<file path="src/sv/pwmt_pkg.sv">
// ----------------------------------------------------------------------------
// pwmt_pkg
// Shared types and constants for the dead-time PWM timer.
// ----------------------------------------------------------------------------
package pwmt_pkg;

    typedef enum logic [1:0] {
        ACT_TICK  = 2'd0,
        ACT_READ  = 2'd1,
        ACT_WRITE = 2'd2,
        ACT_ACK   = 2'd3
    } action_t;

    typedef enum logic [3:0] {
        REG_CNT   = 4'd0,
        REG_HIGH  = 4'd1,
        REG_OCRA  = 4'd2,
        REG_OCRB  = 4'd3,
        REG_OCRC  = 4'd4,
        REG_OCRD  = 4'd5,
        REG_CTLA  = 4'd6,
        REG_CTLB  = 4'd7,
        REG_CTLC  = 4'd8,
        REG_CTLD  = 4'd9,
        REG_CTLE  = 4'd10,
        REG_DT    = 4'd11,
        REG_MASK  = 4'd12,
        REG_FLAGS = 4'd13,
        REG_PLL   = 4'd14,
        REG_NONE  = 4'd15
    } reg_idx_t;

    typedef enum logic [1:0] {
        ST_IDLE = 2'd0,
        ST_STEP = 2'd1,
        ST_DONE = 2'd2
    } state_t;

    localparam logic [7:0] FLAG_A   = 8'h40;
    localparam logic [7:0] FLAG_B   = 8'h20;
    localparam logic [7:0] FLAG_D   = 8'h80;
    localparam logic [7:0] FLAG_OVF = 8'h04;
    localparam logic [7:0] PLL_READ_MASK = 8'hF6;

    // controller to datapath
    typedef struct packed {
        logic start;   // latch item, do item-level work
        logic step;    // one counter step
        logic finish;  // capture result
    } cmd_t;

    // datapath to controller
    typedef struct packed {
        logic steps_left;
    } status_t;

endpackage

</file>
<file path="src/sv/pwmt_ctrl.sv">
// ----------------------------------------------------------------------------
// pwmt_ctrl
// Sequencer: accepts a transaction, runs counter steps, hands off a result.
// ----------------------------------------------------------------------------
module pwmt_ctrl (
    input  logic              aclk,
    input  logic              aresetn,
    input  logic              s_valid,
    output logic              s_ready,
    input  logic              out_free,
    input  pwmt_pkg::status_t sts,
    output pwmt_pkg::cmd_t    cmd
);
    import pwmt_pkg::*;

    state_t state_reg, state_next;

    always_ff @(posedge aclk) begin
        if (!aresetn) begin
            state_reg <= ST_IDLE;
        end else begin
            state_reg <= state_next;
        end
    end

    always_comb begin
        state_next = state_reg;
        unique case (state_reg)
            ST_IDLE: begin
                if (s_valid) state_next = ST_STEP;
            end
            ST_STEP: begin
                if (!sts.steps_left) state_next = ST_DONE;
            end
            ST_DONE: begin
                if (out_free) state_next = ST_IDLE;
            end
            default: state_next = ST_IDLE;
        endcase
    end

    always_comb begin
        s_ready    = 1'b0;
        cmd.start  = 1'b0;
        cmd.step   = 1'b0;
        cmd.finish = 1'b0;
        unique case (state_reg)
            ST_IDLE: begin
                s_ready   = 1'b1;
                cmd.start = s_valid;
            end
            ST_STEP: begin
                cmd.step = sts.steps_left;
            end
            ST_DONE: begin
                cmd.finish = out_free;
            end
            default: ;
        endcase
    end
endmodule

</file>
<file path="src/sv/pwmt_dp.sv">
// ----------------------------------------------------------------------------
// pwmt_dp
// Timer datapath: registers, prescaler, counter step unit, outputs.
// ----------------------------------------------------------------------------
module pwmt_dp #(
    parameter int COUNTER_BITS    = 10,
    parameter int PLL_LOCK_CYCLES = 100
) (
    input  logic              aclk,
    input  logic              aresetn,
    input  logic              cfg_we,
    input  logic [7:0]        cfg_wdata,
    input  logic [1:0]        s_action,
    input  logic [3:0]        s_reg_index,
    input  logic [7:0]        s_write_data,
    input  logic [1:0]        s_ack_source,
    input  logic              s_powered_down,
    input  pwmt_pkg::cmd_t    cmd,
    output pwmt_pkg::status_t sts,
    output logic              out_free,
    input  logic              m_ready,
    output logic              m_valid,
    output logic [7:0]        m_rdata,
    output logic [5:0]        m_pin_levels,
    output logic              m_irq_pending,
    output logic [1:0]        m_irq_source,
    output logic [3:0]        m_adc_triggers
);
    import pwmt_pkg::*;

    localparam int CB = COUNTER_BITS;

    logic [7:0]    csmask_reg;
    logic [CB-1:0] cnt_reg;
    logic [1:0]    high_reg;
    logic [CB-1:0] act_reg [4];
    logic [CB-1:0] buf_reg [4];
    logic [7:0]    ctl_reg [5];
    logic [7:0]    dt_reg, mask_reg, flags_reg, pll_reg;
    logic [6:0]    lock_cnt_reg;
    logic          locked_reg;
    logic [3:0]    dtc_reg [6];
    logic          up_reg;
    logic [10:0]   acc_reg;
    logic [5:0]    pins_reg;
    logic [3:0]    trig_reg;
    logic [10:0]   nsteps_reg;
    logic [7:0]    rd_reg;

    // clock select and prescaler
    logic [7:0]  cs;
    logic [10:0] acc_sum, acc_mod;
    logic [10:0] n_steps;
    logic [CB-1:0] wide;

    assign cs   = ctl_reg[1] & csmask_reg;
    assign wide = CB'({high_reg, s_write_data});

    // leftover count from a larger divider is spent in full
    always_comb begin
        acc_sum = acc_reg + (pll_reg[2] ? 11'd8 : 11'd1);
        acc_mod = acc_sum;
        n_steps = '0;
        unique case (cs)
            8'd1: begin n_steps = acc_sum; acc_mod = '0; end
            8'd2: begin n_steps = {3'd0, acc_sum[10:3]}; acc_mod = {8'd0, acc_sum[2:0]}; end
            8'd3: begin n_steps = {6'd0, acc_sum[10:6]}; acc_mod = {5'd0, acc_sum[5:0]}; end
            8'd4: begin n_steps = {8'd0, acc_sum[10:8]}; acc_mod = {3'd0, acc_sum[7:0]}; end
            8'd5: begin n_steps = {10'd0, acc_sum[10]}; acc_mod = {1'b0, acc_sum[9:0]}; end
            default: begin n_steps = '0; acc_mod = acc_reg; end
        endcase
    end

    assign sts.steps_left = (nsteps_reg != '0);

    // one counter step, combinational
    logic [CB-1:0] st_cnt;
    logic          st_up;
    logic [5:0]    st_pins;
    logic [3:0]    st_dtc [6];
    logic [7:0]    st_flags;
    logic [3:0]    st_trig;
    logic          st_load;
    logic          pfc;
    logic [1:0]    com [3];
    logic [3:0]    dt_t, dt_n;

    assign pfc  = (ctl_reg[3][1:0] == 2'd1);
    assign com[0] = ctl_reg[0][7:6];
    assign com[1] = ctl_reg[0][5:4];
    assign com[2] = ctl_reg[3][5:4];
    assign dt_t = dt_reg[3:0];
    assign dt_n = dt_reg[7:4];

    always_comb begin
        logic [CB-1:0] nc;
        logic          hit [3];
        logic          drv_hi;
        logic          ovf;
        st_pins  = pins_reg;
        st_flags = flags_reg;
        st_trig  = trig_reg;
        st_up    = up_reg;
        st_load  = 1'b0;
        ovf      = 1'b0;
        for (int i = 0; i < 6; i++) begin
            st_dtc[i] = dtc_reg[i];
            if (dtc_reg[i] != 4'd0) begin
                st_dtc[i] = dtc_reg[i] - 4'd1;
                if (dtc_reg[i] == 4'd1) st_pins[i] = 1'b1;
            end
        end
        nc = up_reg ? cnt_reg + 1'b1 : cnt_reg - 1'b1;
        if (up_reg && nc >= act_reg[2]) begin
            if (pfc) begin
                st_up = 1'b0;
            end else begin
                ovf = 1'b1;
                nc = '0;
                st_load = 1'b1;
            end
        end else if (!up_reg && nc == '0) begin
            ovf = 1'b1;
            st_up = 1'b1;
            st_load = 1'b1;
        end
        st_cnt = nc;
        hit[0] = (nc == act_reg[0]);
        hit[1] = (nc == act_reg[1]);
        hit[2] = (nc == act_reg[3]);
        if (ovf) begin
            st_flags = st_flags | FLAG_OVF;
            st_trig[3] = 1'b1;
        end
        for (int c = 0; c < 3; c++) begin
            drv_hi = 1'b0;
            if (ovf) begin
                drv_hi = (com[c] == 2'd2);
            end else begin
                drv_hi = (com[c] == 2'd2) ? !st_up : st_up;
                if (hit[c]) begin
                    st_trig[c] = 1'b1;
                    st_flags = st_flags | ((c == 0) ? FLAG_A : (c == 1) ? FLAG_B : FLAG_D);
                end
            end
            if (com[c][1] && ((ovf && !pfc) || (!st_load && hit[c]))) begin
                if (drv_hi) begin
                    st_pins[2*c+1] = 1'b0;
                    if (dt_t == 4'd0) st_pins[2*c] = 1'b1;
                    else st_dtc[2*c] = dt_t;
                end else begin
                    st_pins[2*c] = 1'b0;
                    if (dt_n == 4'd0) st_pins[2*c+1] = 1'b1;
                    else st_dtc[2*c+1] = dt_n;
                end
            end
        end
    end

    // interrupt priority
    logic [7:0] actv;
    assign actv = flags_reg & mask_reg;

    assign out_free = !m_valid || m_ready;

    always_ff @(posedge aclk) begin
        if (!aresetn) begin
            csmask_reg   <= 8'd15;
            cnt_reg      <= '0;
            high_reg     <= '0;
            dt_reg       <= '0;
            mask_reg     <= '0;
            flags_reg    <= '0;
            pll_reg      <= '0;
            lock_cnt_reg <= '0;
            locked_reg   <= 1'b0;
            up_reg       <= 1'b1;
            acc_reg      <= '0;
            pins_reg     <= '0;
            trig_reg     <= '0;
            nsteps_reg   <= '0;
            rd_reg       <= '0;
            m_valid      <= 1'b0;
            for (int i = 0; i < 4; i++) begin
                act_reg[i] <= '0;
                buf_reg[i] <= '0;
            end
            for (int i = 0; i < 5; i++) ctl_reg[i] <= '0;
            for (int i = 0; i < 6; i++) dtc_reg[i] <= '0;
        end else begin
            if (cfg_we) csmask_reg <= cfg_wdata;
            if (m_valid && m_ready) m_valid <= 1'b0;
            if (cmd.start) begin
                trig_reg <= '0;
                rd_reg   <= '0;
                unique case (action_t'(s_action))
                    ACT_TICK: begin
                        if (!s_powered_down) begin
                            if (pll_reg[1]) begin
                                if (!locked_reg) begin
                                    if (lock_cnt_reg == '0)
                                        lock_cnt_reg <= 7'(PLL_LOCK_CYCLES);
                                    else if (lock_cnt_reg == 7'd1) begin
                                        lock_cnt_reg <= '0;
                                        locked_reg   <= 1'b1;
                                    end else lock_cnt_reg <= lock_cnt_reg - 7'd1;
                                end
                            end else begin
                                locked_reg   <= 1'b0;
                                lock_cnt_reg <= '0;
                            end
                            acc_reg    <= acc_mod;
                            nsteps_reg <= n_steps;
                        end
                    end
                    ACT_READ: begin
                        unique case (reg_idx_t'(s_reg_index))
                            REG_CNT:   rd_reg <= cnt_reg[7:0];
                            REG_HIGH:  rd_reg <= {6'd0, high_reg};
                            REG_OCRA:  rd_reg <= buf_reg[0][7:0];
                            REG_OCRB:  rd_reg <= buf_reg[1][7:0];
                            REG_OCRC:  rd_reg <= buf_reg[2][7:0];
                            REG_OCRD:  rd_reg <= buf_reg[3][7:0];
                            REG_CTLA:  rd_reg <= ctl_reg[0];
                            REG_CTLB:  rd_reg <= ctl_reg[1];
                            REG_CTLC:  rd_reg <= ctl_reg[2];
                            REG_CTLD:  rd_reg <= ctl_reg[3];
                            REG_CTLE:  rd_reg <= ctl_reg[4];
                            REG_DT:    rd_reg <= dt_reg;
                            REG_MASK:  rd_reg <= mask_reg;
                            REG_FLAGS: rd_reg <= flags_reg;
                            REG_PLL: begin
                                if (lock_cnt_reg != '0 && !locked_reg
                                        && lock_cnt_reg <= 7'd5) begin
                                    lock_cnt_reg <= '0;
                                    locked_reg   <= 1'b1;
                                    rd_reg <= (pll_reg & PLL_READ_MASK) | 8'd1;
                                end else begin
                                    if (lock_cnt_reg != '0 && !locked_reg)
                                        lock_cnt_reg <= lock_cnt_reg - 7'd5;
                                    rd_reg <= (pll_reg & PLL_READ_MASK)
                                              | {7'd0, locked_reg};
                                end
                            end
                            default: rd_reg <= '0;
                        endcase
                    end
                    ACT_WRITE: begin
                        unique case (reg_idx_t'(s_reg_index))
                            REG_CNT:  cnt_reg <= wide;
                            REG_HIGH: high_reg <= s_write_data[1:0];
                            REG_OCRA: begin
                                buf_reg[0] <= wide;
                                if (ctl_reg[0][1:0] == 2'd0) act_reg[0] <= wide;
                            end
                            REG_OCRB: begin
                                buf_reg[1] <= wide;
                                if (ctl_reg[0][1:0] == 2'd0) act_reg[1] <= wide;
                            end
                            REG_OCRC: begin
                                buf_reg[2] <= wide;
                                act_reg[2] <= wide;
                            end
                            REG_OCRD: begin
                                buf_reg[3] <= wide;
                                if (ctl_reg[3][1:0] == 2'd0) act_reg[3] <= wide;
                            end
                            REG_CTLA:  ctl_reg[0] <= s_write_data;
                            REG_CTLB:  ctl_reg[1] <= s_write_data;
                            REG_CTLC:  ctl_reg[2] <= s_write_data;
                            REG_CTLD:  ctl_reg[3] <= s_write_data;
                            REG_CTLE:  ctl_reg[4] <= s_write_data;
                            REG_DT:    dt_reg <= s_write_data;
                            REG_MASK:  mask_reg <= s_write_data;
                            REG_FLAGS: flags_reg <= flags_reg & ~s_write_data;
                            REG_PLL: begin
                                pll_reg <= s_write_data;
                                if (s_write_data[1]) begin
                                    if (!locked_reg && lock_cnt_reg == '0)
                                        lock_cnt_reg <= 7'(PLL_LOCK_CYCLES);
                                end else begin
                                    locked_reg   <= 1'b0;
                                    lock_cnt_reg <= '0;
                                end
                            end
                            default: ;
                        endcase
                    end
                    ACT_ACK: begin
                        unique case (s_ack_source)
                            2'd0: flags_reg <= flags_reg & ~FLAG_A;
                            2'd1: flags_reg <= flags_reg & ~FLAG_B;
                            2'd2: flags_reg <= flags_reg & ~FLAG_D;
                            default: flags_reg <= flags_reg & ~FLAG_OVF;
                        endcase
                    end
                    default: ;
                endcase
            end
            if (cmd.step) begin
                nsteps_reg <= nsteps_reg - 11'd1;
                cnt_reg    <= st_cnt;
                up_reg     <= st_up;
                pins_reg   <= st_pins;
                flags_reg  <= st_flags;
                trig_reg   <= st_trig;
                for (int i = 0; i < 6; i++) dtc_reg[i] <= st_dtc[i];
                if (st_load) begin
                    act_reg[0] <= buf_reg[0];
                    act_reg[1] <= buf_reg[1];
                    act_reg[3] <= buf_reg[3];
                end
            end
            if (cmd.finish) begin
                m_valid        <= 1'b1;
                m_rdata        <= rd_reg;
                m_pin_levels   <= pins_reg;
                m_adc_triggers <= trig_reg;
                m_irq_pending  <= (actv & (FLAG_A | FLAG_B | FLAG_D | FLAG_OVF)) != 8'd0;
                if (actv[6])      m_irq_source <= 2'd0;
                else if (actv[5]) m_irq_source <= 2'd1;
                else if (actv[7]) m_irq_source <= 2'd2;
                else if (actv[2]) m_irq_source <= 2'd3;
                else              m_irq_source <= 2'd0;
            end
        end
    end
endmodule

</file>
<file path="src/sv/pwm_timer_with_dead_time.sv">
// ----------------------------------------------------------------------------
// pwm_timer_with_dead_time
// 10-bit high-speed PWM timer with byte register access and dead time.
// ----------------------------------------------------------------------------
// each transaction is a cpu tick, register read, register write or interrupt
// acknowledge and yields exactly one result transaction. the controller takes
// a transaction in idle, runs its counter steps in the step state and registers
// the result in the done state once the output register is free, then goes
// back to idle for the next transaction. steps run one per cycle through the
// single shared step unit in the datapath: with the pll clock and prescale of
// one a tick gives eight steps, and when the clock select drops from a large
// divider to a small one the leftover prescaler count is spent by the next
// tick, up to 1031 steps. a new transaction can be taken while the previous
// result still waits in the output register; its own result is then held
// until that register is free. cfg_we writes the clock select mask.
module pwm_timer_with_dead_time #(
    parameter int COUNTER_BITS    = 10,
    parameter int PLL_LOCK_CYCLES = 100
) (
    input  logic       aclk,
    input  logic       aresetn,
    input  logic       cfg_we,
    input  logic [7:0] cfg_wdata,
    input  logic       s_valid,
    output logic       s_ready,
    input  logic [1:0] s_action,
    input  logic [3:0] s_reg_index,
    input  logic [7:0] s_write_data,
    input  logic [1:0] s_ack_source,
    input  logic       s_powered_down,
    output logic       m_valid,
    input  logic       m_ready,
    output logic [7:0] m_rdata,
    output logic [5:0] m_pin_levels,
    output logic       m_irq_pending,
    output logic [1:0] m_irq_source,
    output logic [3:0] m_adc_triggers
);
    import pwmt_pkg::*;

    // controller/datapath handshake
    cmd_t    cmd;
    status_t sts;
    logic    out_free;

    pwmt_ctrl u_ctrl (
        .aclk     (aclk),
        .aresetn  (aresetn),
        .s_valid  (s_valid),
        .s_ready  (s_ready),
        .out_free (out_free),
        .sts      (sts),
        .cmd      (cmd)
    );

    pwmt_dp #(
        .COUNTER_BITS    (COUNTER_BITS),
        .PLL_LOCK_CYCLES (PLL_LOCK_CYCLES)
    ) u_dp (
        .aclk           (aclk),
        .aresetn        (aresetn),
        .cfg_we         (cfg_we),
        .cfg_wdata      (cfg_wdata),
        .s_action       (s_action),
        .s_reg_index    (s_reg_index),
        .s_write_data   (s_write_data),
        .s_ack_source   (s_ack_source),
        .s_powered_down (s_powered_down),
        .cmd            (cmd),
        .sts            (sts),
        .out_free       (out_free),
        .m_ready        (m_ready),
        .m_valid        (m_valid),
        .m_rdata        (m_rdata),
        .m_pin_levels   (m_pin_levels),
        .m_irq_pending  (m_irq_pending),
        .m_irq_source   (m_irq_source),
        .m_adc_triggers (m_adc_triggers)
    );
endmodule

</file>
<file path="config.mk">
export PLATFORM = sky130hd
export DESIGN_NAME = pwm_timer_with_dead_time
export DESIGN_NICKNAME = d
export VERILOG_FILES = /design/src/sv/pwmt_pkg.sv /design/src/sv/pwmt_ctrl.sv /design/src/sv/pwmt_dp.sv /design/src/sv/pwm_timer_with_dead_time.sv
export SDC_FILE = /design/constraint.sdc
export NUM_CORES = 1
export LEC_CHECK = 0
export BUFFER_PORTS_ARGS = -buffer_cell sky130_fd_sc_hd__buf_2
export CAP_MARGIN = 20
export CORE_UTILIZATION = 35
export CTS_BUF_LIST = sky130_fd_sc_hd__clkbuf_8 sky130_fd_sc_hd__clkbuf_16
export CTS_CLUSTER_DIAMETER = 40
export DETAILED_ROUTE_END_ITERATION = 12
export GPL_TIMING_DRIVEN = 0
export HOLD_SLACK_MARGIN = 0.1
export PLACE_DENSITY = 0.6
export SKIP_CTS_REPAIR_TIMING = 1
export SLEW_MARGIN = 20
export SYNTH_ARGS = -nofsm -noshare
export SYNTH_HDL_FRONTEND = slang
export SYNTH_SLANG_ARGS = --single-unit
</file>
<file path="constraint.sdc">
create_clock -name aclk -period 13.8 [get_ports aclk]
set_clock_uncertainty 0.2 [all_clocks]
set_input_delay 1.38 -clock aclk [delete_from_list [all_inputs] [get_ports aclk]]
set_output_delay 1.38 -clock aclk [all_outputs]
set_load 0.05 [all_outputs]
</file>
==> impl_metrics.env <==
export IMPL_run_status="complete, no violations"
export IMPL_layout_commonest_cell="edfxtp_1"
export IMPL_avgRoutedWirePerCell_um=22.6
export IMPL_tns_ns=0
export IMPL_grt_usage=0.228
export IMPL_hold_worst_slack_ns=0.239
export IMPL_routed_wl_um=47400
export IMPL_grt_pass1_wl_um=71000
export IMPL_vdd_drop_max_uv=95.7
export IMPL_syn2layout_area_growth_pct=16.1
export IMPL_synth_edf_count=163
export IMPL_fmax_mhz=145
export IMPL_cp_required_ns=13.93
export IMPL_max_cap_violations=0
export IMPL_clock_sinks=264
export IMPL_ys_types=83
export IMPL_grt_pass1_vias=11400
export IMPL_drc=0
export IMPL_p_leak_nw=6.17
export IMPL_vias_per_cell=5.72
export IMPL_cp_max_fo=10
export IMPL_hold_class="reg -> reg"
export IMPL_numCtsBuffers=42
export IMPL_syn_nets=1521
export IMPL_async_flop_share=0
export IMPL_worstSkewPairLatency_ns=0.58
export IMPL_grt_overflow_total=0
export IMPL_pre_cts_ws_ns=7.15
export IMPL_dr_first_iter_drc_count=1128
export IMPL_post_route_period_util=0.499
export IMPL_die_y_um=205
export IMPL_rsz0062_at_grt="false"
export IMPL_avgSynthCellArea_um2=9.95
export IMPL_synthFlopType="edfxtp_1"
export IMPL_cts_root_buf="clkbuf_16"
export IMPL_synth_cells=1443
export IMPL_timing_hold_violations_final=0
export IMPL_start_kind="flop"
export IMPL_vias=12000
export IMPL_crit_path_end_kind="flop"
export IMPL_num_antenna_cells=0
export IMPL_setup_viol=0
export IMPL_criticalPathCategory="reg -> reg"
export IMPL_gp_congestion=0.999
export IMPL_p_per_area_mw_per_mm2=166
export IMPL_start_util=0.358
export IMPL_cts_htree_levels=2
export IMPL_grt_max_degree=25
export IMPL_pin_count=53
export IMPL_antenna_found_initial=0
export IMPL_ys_ff_latch=264
export IMPL_synth_warnings=0
export IMPL_finalMaxSlewViolations=0
export IMPL_period_minus_slack_ns=6.89
export IMPL_drive_gt1_frac=0.111
export IMPL_io_buffers=49
export IMPL_final_setup_worst_slack_ns=6.91
export IMPL_final_cell_mix="edfxtp_1, nor2_1, nand2_1"
export IMPL_clockBufferDepth=3
export IMPL_placedCellCount=2019
export IMPL_tritoncts="yes"
export IMPL_coreArea_mm2=0.0401
export IMPL_netlist_area_mm2=0.0144
export IMPL_finalNetCount=1616
export IMPL_rows=73
export IMPL_tightestPinTransition_ns=1.10
export IMPL_clk_pin_slew_ns=0.06
export IMPL_first_pass_iters=8
export IMPL_die_area_mm2=0.0418
export IMPL_dieWidth_um=205
export IMPL_detail_route_antenna_nets=0
export IMPL_p_total_mw=2.77
export IMPL_final_cells=2096
export IMPL_relSlewSlack=0.257
export IMPL_hpwl_um=35900
export IMPL_critPathArrivalTime_ns=7.02
export IMPL_ys_seq_area_frac=0.482
worst paths after layout:
check | from | endpoint | slack (ns) | depth (start not counted)
min reg2reg | u_dp.rd_reg[2]$_SDFFE_PN0P_ | u_dp.m_rdata[2]$_DFFE_PP_ | 0.24 | 0
max reg2reg | u_dp.cnt_reg[0]$_SDFFE_PN0P_ | u_dp.dtc_reg[5][3]$_SDFFCE_PN0P_ | 6.91 | 19
min | u_dp.rd_reg[2]$_SDFFE_PN0P_ | u_dp.m_rdata[2]$_DFFE_PP_ | 0.24 | 0
max | u_dp.cnt_reg[0]$_SDFFE_PN0P_ | u_dp.dtc_reg[5][3]$_SDFFCE_PN0P_ | 6.91 | 19
layer usage:
layer | global-route usage | part of all wire
met5 | 0 | 0
met4 | 0.110 | 0.042
met3 | 0.0283 | 0.057
met2 | 0.357 | 0.45
met1 | 0.312 | 0.45
cell families after synthesis:
| family | share of synthesized area |
|---|---|
| XOR/XNOR | 0.0312 |
| AO/OA/AOI/OAI | 0.189 |
| buffers and inverters | 0.0338 |
| AND/OR/NAND/NOR | 0.184 |
| multiplexers | 0.0374 |
| flip-flops | 0.482 |
| adder cells (fa/ha/maj) | 0.0424 |
per-stage QoR:
stage	util	instance area, um2
finish	0.416	16700
global route	0.416	16700
CTS	0.415	16700
detailed placement	0.382	15300
global placement	0.381	15300
floorplan	-	14400
layout make-up:
cell class              instances  area (um2)
fillers                      3883       23400
multi-input cells            1052        6990
flip-flops and latches        264        6920
clock buffers                  44        1080
well taps                     525         657
plain buffers                  72         279
clock inverters                33         269
repair buffers                 51         260
inverters                      55         206
report_power, final:
part | switching, mW | internal, mW
clock network | 0.415 | 0.584
registers | 0.0700 | 0.925
logic | 0.500 | 0.273
Yosys cell counts, types with 27 or more instances:
| cell type | n | area share |
|---|---|---|
| nand2_1 | 114 | 0.030 |
| nor3_1 | 37 | 0.013 |
| o21ai_0 | 63 | 0.022 |
| a22o_1 | 40 | 0.024 |
| nand3_1 | 44 | 0.015 |
| edfxtp_1 | 163 | 0.34 |
| mux2i_1 | 39 | 0.027 |
| nor2_1 | 144 | 0.038 |
| xnor2_1 | 27 | 0.016 |
| and2_1 | 67 | 0.029 |
| a21oi_1 | 75 | 0.026 |
| inv_1 | 51 | 0.013 |
| dfxtp_1 | 101 | 0.14 |
| clkbuf_1 | 58 | 0.015 |
| ha_1 | 47 | 0.041 |
worst max-delay path, stage by stage (launching register included):
cell,delay [ns]
dfxtp_1,0.63
inv_1,0.27
fa_1,0.49
nand2b_1,0.19
a21oi_1,0.34
a31oi_1,0.17
xor2_1,0.61
inv_1,0.22
ha_1,0.27
a211o_1,0.27
o211ai_1,0.12
o311ai_0,0.23
o21ai_0,0.47
buf_2,0.33
a21boi_0,0.13
nor4b_1,0.34
o2111ai_1,0.28
o21bai_1,0.49
a41oi_1,0.28
a32o_1,0.29
Note: power is estimated with default switching activity, not from simulation.
